$ cat src/sv/ilst_pkg.sv
`timescale 1ns / 1ps
`default_nettype none

package ilst_pkg;

	// default geometry of the list
	localparam int DEPTH_DEF = 64;
	localparam int WIDTH_DEF = 32;

	// fixed port widths
	localparam int KIND_W   = 2;
	localparam int INDEX_W  = 7;
	localparam int VALUE_W  = 32;
	localparam int COUNT_W  = 7;
	localparam int STATUS_W = 2;

	// request codes
	typedef enum logic [KIND_W-1:0] {
		KIND_GET    = 2'd0,
		KIND_SET    = 2'd1,
		KIND_INSERT = 2'd2,
		KIND_REMOVE = 2'd3
	} kind_t;

	// result status codes
	typedef enum logic [STATUS_W-1:0] {
		ST_OK    = 2'd0,
		ST_RANGE = 2'd1,
		ST_FULL  = 2'd2
	} status_t;

	// what every cell does this cycle
	typedef enum logic [1:0] {
		CELL_HOLD   = 2'd0,
		CELL_WRITE  = 2'd1,
		CELL_INSERT = 2'd2,
		CELL_REMOVE = 2'd3
	} cell_op_t;

	// broadcast from the controller to the row of cells and the result register
	typedef struct packed {
		cell_op_t op;
		status_t  status;
		logic     rd_hit;
	} ctl_t;

endpackage

`default_nettype wire

$ cat src/sv/ilst_cell.sv
`timescale 1ns / 1ps
`default_nettype none

module ilst_cell #(
	parameter int IDX   = 0,
	parameter int WIDTH = ilst_pkg::WIDTH_DEF,
	parameter int PW    = 6
) (
	input  wire logic                 clk,
	input  wire ilst_pkg::cell_op_t   op,
	input  wire logic [PW-1:0]        pos,
	input  wire logic [WIDTH-1:0]     word,
	input  wire logic [WIDTH-1:0]     left,
	input  wire logic [WIDTH-1:0]     right,
	output logic      [WIDTH-1:0]     word_q
);

	localparam logic [PW-1:0] IDX_P = PW'(IDX);

	logic [WIDTH-1:0] word_d;

	// pick own word, new word or a neighbour's
	always_comb begin
		word_d = word_q;
		case (op)
			ilst_pkg::CELL_WRITE: begin
				if (IDX_P == pos) word_d = word;
			end
			ilst_pkg::CELL_INSERT: begin
				if (IDX_P == pos) word_d = word;
				else if (IDX_P > pos) word_d = left;
			end
			ilst_pkg::CELL_REMOVE: begin
				if (IDX_P >= pos) word_d = right;
			end
			default: word_d = word_q;
		endcase
	end

	// payload only, no reset
	always_ff @(posedge clk) begin
		word_q <= word_d;
	end

endmodule

`default_nettype wire

$ cat config.mk
export PLATFORM = sky130hd
export DESIGN_NAME = ilst_cell
export DESIGN_NICKNAME = d
export VERILOG_FILES = /design/src/sv/ilst_pkg.sv /design/src/sv/ilst_cell.sv
export SDC_FILE = /design/constraint.sdc
export NUM_CORES = 1
export LEC_CHECK = 0
export BUFFER_PORTS_ARGS = -buffer_cell sky130_fd_sc_hd__buf_2
export CAP_MARGIN = 20
export CORE_ASPECT_RATIO = 0.5
export CORE_MARGIN = 4
export CORE_UTILIZATION = 44
export CTS_CLUSTER_DIAMETER = 60
export DETAILED_ROUTE_END_ITERATION = 10
export GPL_ROUTABILITY_DRIVEN = 0
export PLACE_DENSITY = 0.78
export SYNTH_ARGS = -nofsm -noshare
export SYNTH_HDL_FRONTEND = slang
export SYNTH_SLANG_ARGS = --single-unit
export TNS_END_PERCENT = 50
$ cat constraint.sdc
create_clock -name clk -period 2.4 [get_ports clk]
set_clock_uncertainty 0.1 [all_clocks]
set_input_delay 0.24 -clock clk [delete_from_list [all_inputs] [get_ports clk]]
set_output_delay 0.24 -clock clk [all_outputs]
set_load 0.005 [all_outputs]
==> results.txt <==
Clock-pin slew was measured on the worst setup and hold paths at 70 ps. The most common cell after layout, fill and taps aside is buf_2. The capturing element type of the critical path is a register.

The sum of routed wire segments on met1 is 2670 microns. The net count after synthesis came out at 294. The post-detailed-route DRC marker count is 0. The number of buffers inserted to repair setup after CTS came out at 0.

The overall power of the completed layout is 1.30 mW. For this design, the sink count on the clock tree is 32. The post-cts repair resize count came out at 0.

The routed wire length is between 6000 and 7000 microns. The via count of the first global-routing pass was slightly above 2000. The root cell of the clock tree is clkbuf_8. Across the VDD grid, the largest voltage drop is just over 0.2 mV.

The path with the worst hold slack has its endpoint at word_q[12]. The die extent in y came out at around 59 microns. The critical path depth in cells came out at 4. Setup violations remaining at the end of the flow were counted as 0. The register with the most flip-flops in the layout has 32 of them. After global routing the overflow that remains totals 0. The TritonCTS clock tree is yes. The type of the worst min-delay path is input pin to register.

For this configuration, the core starts out at a cell density of 0.462. The final worst-path cycle share is 0.703. The register area share after synthesis came out at 0.416. The detailed router used layers up to and including met4. The number of placed I/O pins is 137.

The sum of net half-perimeters after detailed placement is about 4700 microns. The post-placement cell area is 2980 sq um. Grouping stages by cell kind, the critical path spends the most delay in simple AND/OR/NAND/NOR gates. The utilization after layout is 0.611. The worst-margin pin slew came out at 526 ps. Input and output buffers added on the ports amount to 136. The time the final worst path needs with I/O delays and setup is 1690 ps. The number of max-cap violations came out at 0. The first global-routing pass estimated ~9600 microns of wire. The fraction of layout instances using a drive strength above 1 came out at 0.584. The number of buffers inserted for hold repair after clock tree synthesis came out at 0.

The synthesized design spends more area on one cell type than any other, namely edfxtp_1. The cell area that synthesis handed to floorplanning was roughly 2300 sq um. After detailed routing, the average wire length per cell comes to approximately 16 microns.

The average instance in the mapped netlist occupies ~12 sq um. The combined global-route utilization of all metal layers came out at 0.181. The cell leakage power is between 1 and 1.5 nW. The remaining max-slew budget at the tightest pin came out at 0.640. The final cell count without fillers came out at a little under 400. The maximum achievable frequency is 593 MHz.

The total clock buffers created by CTS is 5. The required time of the critical path is ~2300 ps. Setup repair after global routing left no endpoint under its margin. The standard cell with the maximum stage delay on the critical path is nor4_4. The share of async-settable or async-resettable flops after synthesis is 0. The run finished with clean final reports.

The kind of critical path is input pin to register. The residual antenna-violating net count after detailed routing is 0. In this run, the number of DRC markers left after iteration 0 of detailed routing was 81.

The met3 wire length is ~380 microns. The top cell types in the final layout, fill and taps aside, are buf_2, inv_1, nor2b_1, edfxtp_1, a221oi_2. The number of slew-limit violations in the final report is 0. The synthesized instance count came out at between 150 and 200. The CTS H-tree depth is 2.

STA puts the critical path data arrival time at 1570 ps. The synthesis-to-layout area growth is 32.2%. The netlist uses 21 different library cells. Yosys mapped a number of flops with a built-in enable equal to 32.

The share of synthesized area in the top cell type comes to 0.416. In this run the worst path has a maximum fanout of 9. The kind of start point of the critical path is an input pin. Counting flops and latches in the post-synthesis netlist gives 32.

From left edge to right edge, the die measures roughly 110 microns. The vias per cell came out at around 5.3. The via count of the routed design is approximately 2100. In the final timing run, aggregate negative setup slack is 0 ps. Detailed routing placed a total of ~3100 microns of wire on met2. The largest single stage delay on the critical path is around 480 ps.

The total power density per cell area is 426 nW/um^2. The area of all placed cells without fillers came out at 3060 sq um. Among all flip-flop cells after synthesis, the most frequent one is edfxtp_1. The maximum clock path buffer count came out at 2.

The cell depth of the worst min-delay path is 3. The worst hold path begins at word[12]. The final count of hold timing violations came out at 0. The count of yosys warnings during synthesis came out at 0. The core area is 5000 sq um. The pin count of the biggest net entering global routing came out at 40. The number of buffers and inverters on the critical path is 2. More flip-flops sit in one register than any other, and that register is word_q. The number of diodes added for antenna fixing is 0. The number of core rows came out at 18. The largest registers in the layout are word_q (32). Ranked by total cell area, the synthesized netlist is headed by edfxtp_1, a221oi_2, a2111oi_1. The net count of the finished layout is 422.

Traced cell by cell, the critical path runs through buf_2, nor4_4, o211a_1, buf_4. The die covers approximately 6500 sq um. The first TritonRoute pass finished after 4 iterations. The number of antenna violations at the first check in global routing is 0. The count of placed standard cells including taps came out at 380.
-- how the worst max path moves through the flow --
stage | start | endpoint | slack [ps]
2_1_floorplan | op[1] | word_q[0] | 270
3_3_place_gp | pos[0] | word_q[29] | 470
3_5_place_dp | pos[0] | word_q[15] | 420
4_1_cts | pos[0] | word_q[20] | 720
5_1_grt | pos[0] | word_q[20] | 600
6_report | pos[0] | word_q[20] | 710
-- final cells by class --
cell class	instances	area [sq um]
flip-flops and latches	32	961
clock inverters	1	5.00
clock buffers	6	72.6
multi-input cells	101	1050
fillers	429	1940
well taps	70	87.6
repair buffers	144	753
inverters	33	124
-- report_power, final --
group,internal (mW),switching [mW],total (mW)
clock,0.197,0.183,0.380
sequential,0.628,0.00120,0.629
combinational,0.146,0.148,0.293
total,0.970,0.332,1.30
-- metrics by stage --
step / setup WS, ps / hold slack, ps
floorplan: 270 / 406
global placement: 472 / 514
detailed placement: 421 / 520
CTS: 717 / 226
global route: 604 / 218
finish: 713 / 234
-- metal layers --
layer	track usage	up-vias
met5	0	-
met4	0.0316	0
met3	0.0510	6
met2	0.318	70
met1	0.231	976
li1	-	1009
-- kinds of logic (layout without fill, tap and decap cells) --
| logic type | Yosys count | after routing | synth area share |
|---|---|---|---|
| compound gates | 66 | 66 | 0.355 |
| buf+inv | 56 | 184 | 0.130 |
| simple gates | 35 | 35 | 0.0996 |
| flops | 32 | 32 | 0.416 |
-- Yosys cell counts (2+ instances only) --
cell,instances
buf_6,3
nor2b_1,32
a221oi_1,2
buf_2,6
a2111oi_1,27
buf_12,3
inv_1,33
clkbuf_1,5
a221oi_2,30
a2111oi_0,3
edfxtp_1,32
a2111oi_2,2
clkbuf_2,3
No activity file was read; power rests on OpenSTA's default activity.
