`src/sv/ilst_pkg.sv`:
```
`timescale 1ns / 1ps
`default_nettype none

package ilst_pkg;

	// default geometry of the list
	localparam int DEPTH_DEF = 64;
	localparam int WIDTH_DEF = 32;

	// fixed port widths
	localparam int KIND_W   = 2;
	localparam int INDEX_W  = 7;
	localparam int VALUE_W  = 32;
	localparam int COUNT_W  = 7;
	localparam int STATUS_W = 2;

	// request codes
	typedef enum logic [KIND_W-1:0] {
		KIND_GET    = 2'd0,
		KIND_SET    = 2'd1,
		KIND_INSERT = 2'd2,
		KIND_REMOVE = 2'd3
	} kind_t;

	// result status codes
	typedef enum logic [STATUS_W-1:0] {
		ST_OK    = 2'd0,
		ST_RANGE = 2'd1,
		ST_FULL  = 2'd2
	} status_t;

	// what every cell does this cycle
	typedef enum logic [1:0] {
		CELL_HOLD   = 2'd0,
		CELL_WRITE  = 2'd1,
		CELL_INSERT = 2'd2,
		CELL_REMOVE = 2'd3
	} cell_op_t;

	// broadcast from the controller to the row of cells and the result register
	typedef struct packed {
		cell_op_t op;
		status_t  status;
		logic     rd_hit;
	} ctl_t;

endpackage

`default_nettype wire

```
`src/sv/ilst_ctrl.sv`:
```
`timescale 1ns / 1ps
`default_nettype none

module ilst_ctrl #(
	parameter int DEPTH = ilst_pkg::DEPTH_DEF,
	parameter int CW    = 7,
	parameter int PW    = 6
) (
	input  wire logic                         clk,
	input  wire logic                         arst_n,
	input  wire logic                         accept,
	input  wire logic [ilst_pkg::KIND_W-1:0]  kind,
	input  wire logic [ilst_pkg::INDEX_W-1:0] index,
	output ilst_pkg::ctl_t                    ctl,
	output logic      [PW-1:0]                pos,
	output logic      [CW-1:0]                count_n,
	output logic      [CW-1:0]                cap_n
);

	localparam int CMPW = (CW > ilst_pkg::INDEX_W) ? CW : ilst_pkg::INDEX_W;
	localparam logic [CW-1:0] DEPTH_C = CW'(DEPTH);
	localparam logic [CW:0]   DEPTH_X = (CW + 1)'(DEPTH);
	localparam logic [CW-1:0] ONE_C   = CW'(1);

	logic [CW-1:0]   count_q, cap_q;
	logic [CMPW-1:0] idx_x, cnt_x;
	logic            lt, eq, full;
	logic [CW:0]     grown;
	logic [CW-1:0]   cap_ins, cap_rem, cnt_dec;
	ilst_pkg::kind_t kind_e;

	assign kind_e = ilst_pkg::kind_t'(kind);
	assign idx_x  = CMPW'(index);
	assign cnt_x  = CMPW'(count_q);
	assign lt     = idx_x < cnt_x;
	assign eq     = idx_x == cnt_x;
	assign full   = count_q == DEPTH_C;
	assign pos    = idx_x[PW-1:0];

	// capacity after a growing insert, saturating at the depth
	assign grown   = {1'b0, cap_q} << 1;
	assign cap_ins = (cap_q != count_q) ? cap_q :
	                 (grown > DEPTH_X) ? DEPTH_C : grown[CW-1:0];

	// capacity after a remove: halve below a quarter, back to one when empty
	assign cnt_dec = count_q - ONE_C;
	always_comb begin
		cap_rem = cap_q;
		if (cnt_dec < (cap_q >> 2)) cap_rem = cap_q >> 1;
		if (cnt_dec == '0) cap_rem = ONE_C;
	end

	// request decode
	always_comb begin
		ctl.op     = ilst_pkg::CELL_HOLD;
		ctl.status = ilst_pkg::ST_OK;
		ctl.rd_hit = 1'b0;
		unique case (kind_e)
			ilst_pkg::KIND_GET: begin
				if (lt) ctl.rd_hit = 1'b1;
				else ctl.status = ilst_pkg::ST_RANGE;
			end
			ilst_pkg::KIND_SET: begin
				if (lt) begin
					ctl.op     = ilst_pkg::CELL_WRITE;
					ctl.rd_hit = 1'b1;
				end else if (!eq) ctl.status = ilst_pkg::ST_RANGE;
				else if (full) ctl.status = ilst_pkg::ST_FULL;
				else ctl.op = ilst_pkg::CELL_INSERT;
			end
			ilst_pkg::KIND_INSERT: begin
				if (!(lt || eq)) ctl.status = ilst_pkg::ST_RANGE;
				else if (full) ctl.status = ilst_pkg::ST_FULL;
				else ctl.op = ilst_pkg::CELL_INSERT;
			end
			ilst_pkg::KIND_REMOVE: begin
				if (lt) begin
					ctl.op     = ilst_pkg::CELL_REMOVE;
					ctl.rd_hit = 1'b1;
				end else ctl.status = ilst_pkg::ST_RANGE;
			end
			default: ctl.status = ilst_pkg::ST_RANGE;
		endcase
		if (!accept) ctl.op = ilst_pkg::CELL_HOLD;
	end

	// count and capacity after this item
	always_comb begin
		count_n = count_q;
		cap_n   = cap_q;
		case (ctl.op)
			ilst_pkg::CELL_INSERT: begin
				count_n = count_q + ONE_C;
				cap_n   = cap_ins;
			end
			ilst_pkg::CELL_REMOVE: begin
				count_n = cnt_dec;
				cap_n   = cap_rem;
			end
			default: begin
				count_n = count_q;
				cap_n   = cap_q;
			end
		endcase
	end

	always_ff @(posedge clk or negedge arst_n) begin
		if (!arst_n) begin
			count_q <= '0;
			cap_q   <= ONE_C;
		end else if (accept) begin
			count_q <= count_n;
			cap_q   <= cap_n;
		end
	end

	a_cnt_le_cap: assert property (@(posedge clk) disable iff (!arst_n)
		count_q <= cap_q)
		else $error("entry count above modelled capacity");

	a_cap_le_depth: assert property (@(posedge clk) disable iff (!arst_n)
		cap_q <= DEPTH_C && cap_q != '0)
		else $error("capacity out of range");

	a_full_only_full: assert property (@(posedge clk) disable iff (!arst_n)
		ctl.status == ilst_pkg::ST_FULL |-> count_q == DEPTH_C)
		else $error("full flagged on a list with room");

	a_ins_count: assert property (@(posedge clk) disable iff (!arst_n)
		accept && ctl.op == ilst_pkg::CELL_INSERT |=> count_q == $past(count_q) + ONE_C)
		else $error("insert did not grow the count");

endmodule

`default_nettype wire

```
`config.mk`:
```
export PLATFORM = sky130hd
export DESIGN_NAME = ilst_ctrl
export DESIGN_NICKNAME = d
export VERILOG_FILES = /design/src/sv/ilst_pkg.sv /design/src/sv/ilst_ctrl.sv
export SDC_FILE = /design/constraint.sdc
export NUM_CORES = 1
export LEC_CHECK = 0
export ABC_AREA = 1
export BUFFER_PORTS_ARGS = -buffer_cell sky130_fd_sc_hd__buf_2
export CAP_MARGIN = 20
export CORE_AREA = 5 5 67 69
export DETAILED_ROUTE_END_ITERATION = 8
export DIE_AREA = 0 0 72 74
export PLACE_DENSITY = 0.8
export RECOVER_POWER = 50
export SYNTH_ARGS = -nofsm -noshare
export SYNTH_HDL_FRONTEND = slang
export SYNTH_SLANG_ARGS = --single-unit
```
`constraint.sdc`:
```
create_clock -name clk -period 4.3 [get_ports clk]
set_clock_uncertainty 0.15 [all_clocks]
set_input_delay 1.075 -clock clk [delete_from_list [all_inputs] [get_ports clk]]
set_output_delay 1.075 -clock clk [all_outputs]
set_load 0.05 [all_outputs]
```
==> impl_metrics.py <==
metrics = {
    "synth": {
        "synth_top_area_frac": 0.163,
        "yosysSeqAreaShare": 0.176,
        "synth_area_leaders": "dfrtp_1, nand2_1, ha_1",
        "ys_ff_latch": 14,
        "syn_nets": 325,
        "synthCells": 294,
        "synth_top_area_cell": "dfrtp_1",
        "netlist_area_sq_mm": 0.00200,
        "avgSynthCellArea_sq_um": 6.80,
        "synth_warnings": 0,
        "synth_cell_types": 33,
    },
    "detailed_routing": {
        "first_pass_iters": 4,
        "via_per_inst": 5.37,
        "detail-route-antenna-nets": 0,
        "drc": 0,
        "wirelength_microns": 5230,
        "num_vias": 2036,
        "drt_iter0_drc": 177,
        "wl_per_cell_microns": 13.8,
    },
    "power": {
        "p_switching_uw": 1230,
        "pwr-share-comb": 0.785,
        "power.leakage_uw": 0.00133,
        "swShare": 0.607,
        "seq_power_share": 0.146,
        "ir_worst_vdd_mv": 0.498,
        "cellPowerDensity_mw_per_mm2": 879,
        "internal_power_uw": 796,
        "total_power_uw": 2020,
        "pwr-share-clk": 0.069,
    },
    "timing": {
        "final.min_clock_period_ns": 4.15,
        "grt_setup_unrepaired": "no",
        "setup_violations": 0,
        "hold_viol": 0,
        "slew_violations": 0,
        "setup_tns_ns": 0,
        "max_freq_ghz": 0.241,
        "worst_pin_slew_ns": 0.871,
        "period_share": 0.966,
        "relSlewSlack": 0.419,
    },
    "worst_setup_path": {
        "critPathCaptureType": "output port",
        "critPathArrivalTime_ns": 2.93,
        "cpPeakStageDelay_ns": 0.30,
        "worst_path_max_delay_cell": "ha_1",
        "path_class": "primary input to output port",
        "crit_fanout": 8,
        "cp.required_ns": 3.07,
        "critPathLaunchType": "primary input",
        "crit_path_cell_trace": "buf_2, ha_1, nand2_1, inv_2, a21oi_1, nand2_2, nand2_1, nand3_1, nand3_4, buf_4, nand4_1, nand3_1, clkbuf_4",
    },
    "grt": {
        "met1_usage": 0.253,
        "antenna_found_initial": 0,
        "grt_pass1_wl_microns": 8190,
        "globalRouteMet3Util": 0.0392,
        "globalRouteTotalUtil": 0.193,
        "met2_usage": 0.321,
        "gr-total-overflow": 0,
        "grt_pass1_vias": 1827,
        "grt_max_degree": 17,
        "busiest_layer": "met2",
    },
    "clocking": {
        "cts_hold_buf": 0,
        "root_buffer": "clkbuf_8",
        "cts_tree": "yes",
        "clk_pin_slew_worst_paths_ns": 0.06,
        "clkSinkCount": 14,
        "cts_buffer_depth": 2,
        "cts_buffers": 3,
        "h-tree-depth": 1,
        "insertion_delay_ns": 0.26,
    },
    "floorplanning": {
        "die_x_microns": 72,
        "fp-row-count": 23,
        "dieHeight_microns": 74,
        "die_area_sq_mm": 0.00533,
        "initial_core_util": 0.518,
        "ios": 37,
        "coreArea_sq_mm": 0.00386,
    },
    "finish": {
        "drive_gt1_frac": 0.261,
        "nets": 361,
        "num-fill-cells": 376,
        "layout-area-overhead-vs-synth_pct": 15.1,
        "n_antenna_cell": 0,
    },
    "placement": {
        "dp_hpwl_microns": 3840,
        "numPortBuffers": 36,
        "gp_congestion": 0.928,
    },
    "run": {
        "drv_cap": 0,
    },
    "worst_hold_path": {
        "hold_path_class": "flip-flop to flip-flop",
    },
    "outcome": {
        "status": "complete, no violations",
    },
}
area by class of cell:
type	count	area (sq um)	share of cell area
Sequential cell	14	353	0.153
Multi-Input combinational cell	228	1390	0.605
Clock buffer	4	55.1	0.0239
Tap cell	50	62.6	0.0272
Inverter	37	144	0.0625
Timing Repair Buffer	46	294	0.128
what timing repair did:
item | CTS | global route
pin swaps | 0 | 2
setup endpoints to repair | 6 | 14
gates resized for setup | 1 | 27
hold endpoints to repair | 0 | 0
buffers inserted | 0 | 6
gates cloned | 0 | 0
metrics by stage:
step           hold WS (ns)  worst slack, ns  instances  area [sq um]   util
5_1_grt               0.452          0.00489        379          2300  0.597
3_5_place_dp          0.412           0.0887        369          2140  0.555
2_1_floorplan         0.363            0.169        294          2000      -
6_report              0.425            0.148        379          2300  0.597
4_1_cts               0.424           0.0290        373          2200  0.569
3_3_place_gp          0.392            0.139        369          2140  0.555
synth_stat cells:
library cell	n
o21ai_1	2
inv_1	23
xor2_1	10
nand4_2	3
nor2_1	14
nand2_2	4
nand2_4	5
buf_6	2
a21oi_1	5
ha_1	19
nor3_1	4
nand4_1	20
o21ai_0	4
inv_2	13
dfrtp_1	13
dfstp_2	1
nor2_8	1
buf_4	8
buf_8	1
o21ai_2	2
nand3b_1	1
nor2_4	2
nand3_2	1
nand3_4	1
xnor2_1	3
nor3_4	1
nor2_2	5
nand2_1	79
nand3_1	41
inv_4	1
and2_1	1
buf_2	3
buf_12	1
cell usage in the layout (no fill, tap or decap), types with 2 or more instances in the layout:
cell type  netlist  final
a21oi_1          5      4
clkbuf_8         0      4
nor2_4           2      2
buf_4            8     13
buf_6            2      2
o21ai_2          2      2
buf_2            3     18
nand4_1         20     20
nor2_2           5      4
nor2_1          14     15
ha_1            19     18
xor2_1          10     10
o21ai_0          4      4
clkbuf_1         0      7
nand2_4          5      5
dfrtp_1         13     12
nor3_1           4      4
nand2_1         79     78
nand3_1         41     41
clkbuf_4         0      5
o21ai_1          2      2
inv_2           13     12
inv_4            1      2
nand2_2          4      4
xnor2_1          3      3
nand4_2          3      3
inv_1           23     23
power by group through the flow:
stage                     Combinational [uW]  Clock (uW)  Sequential [uW]
after floorplan                         1290           0              236
after global placement                  1450           0              288
after detailed placement                1470           0              290
after CTS                               1490         144              290
after global routing                    1770         150              301
final                                   1590         140              295
critical path, delay by kind of cell:
kind                       cells  cell delay (ns)
and+or+nand+nor                7             0.83
adders and majority gates      1             0.30
buffers and inverters          4             0.55
AOI/OAI and AO/OA              1             0.17
per-layer routing:
metal,vias to the layer above,share of wire
li1,1033,-
met1,900,0.43
met2,88,0.46
met3,15,0.085
met4,0,0.021
met5,-,0
kinds of logic (layout without fill, tap and decap cells):
kind of cell / after synthesis / in the layout / synth area share
xor gates and xnor gates: 13 / 13 / 0.0569
AOI/OAI and AO/OA: 13 / 13 / 0.0363
buffers and inverters: 52 / 87 / 0.137
and+or+nand+nor: 183 / 183 / 0.475
adders and majority gates: 19 / 19 / 0.119
DFF: 14 / 14 / 0.176
worst paths after layout:
path | start | endpoint | slack (ns) | depth (start not counted)
worst min-delay path | cap_q[0]$_DFFE_PN1P_ | cap_q[0]$_DFFE_PN1P_ | 0.42 | 2
min in group asynchronous | arst_n | cnt_x[2]$_DFFE_PN0P_ | 0.75 | 1
worst max-delay path | index[6] | count_n[5] | 0.15 | 13
worst max register to register | cnt_x[0]$_DFFE_PN0P_ | cap_q[4]$_DFFE_PN0P_ | 1.73 | 16
worst min register to register | cap_q[0]$_DFFE_PN1P_ | cap_q[0]$_DFFE_PN1P_ | 0.42 | 2
max in group asynchronous | arst_n | cnt_x[0]$_DFFE_PN0P_ | 2.65 | 1
sequential cells by signal, indices dropped and copies added (netlist names):
name,flops
cap_q,7
cnt_x,7
Power figures use the tool's default switching activity.
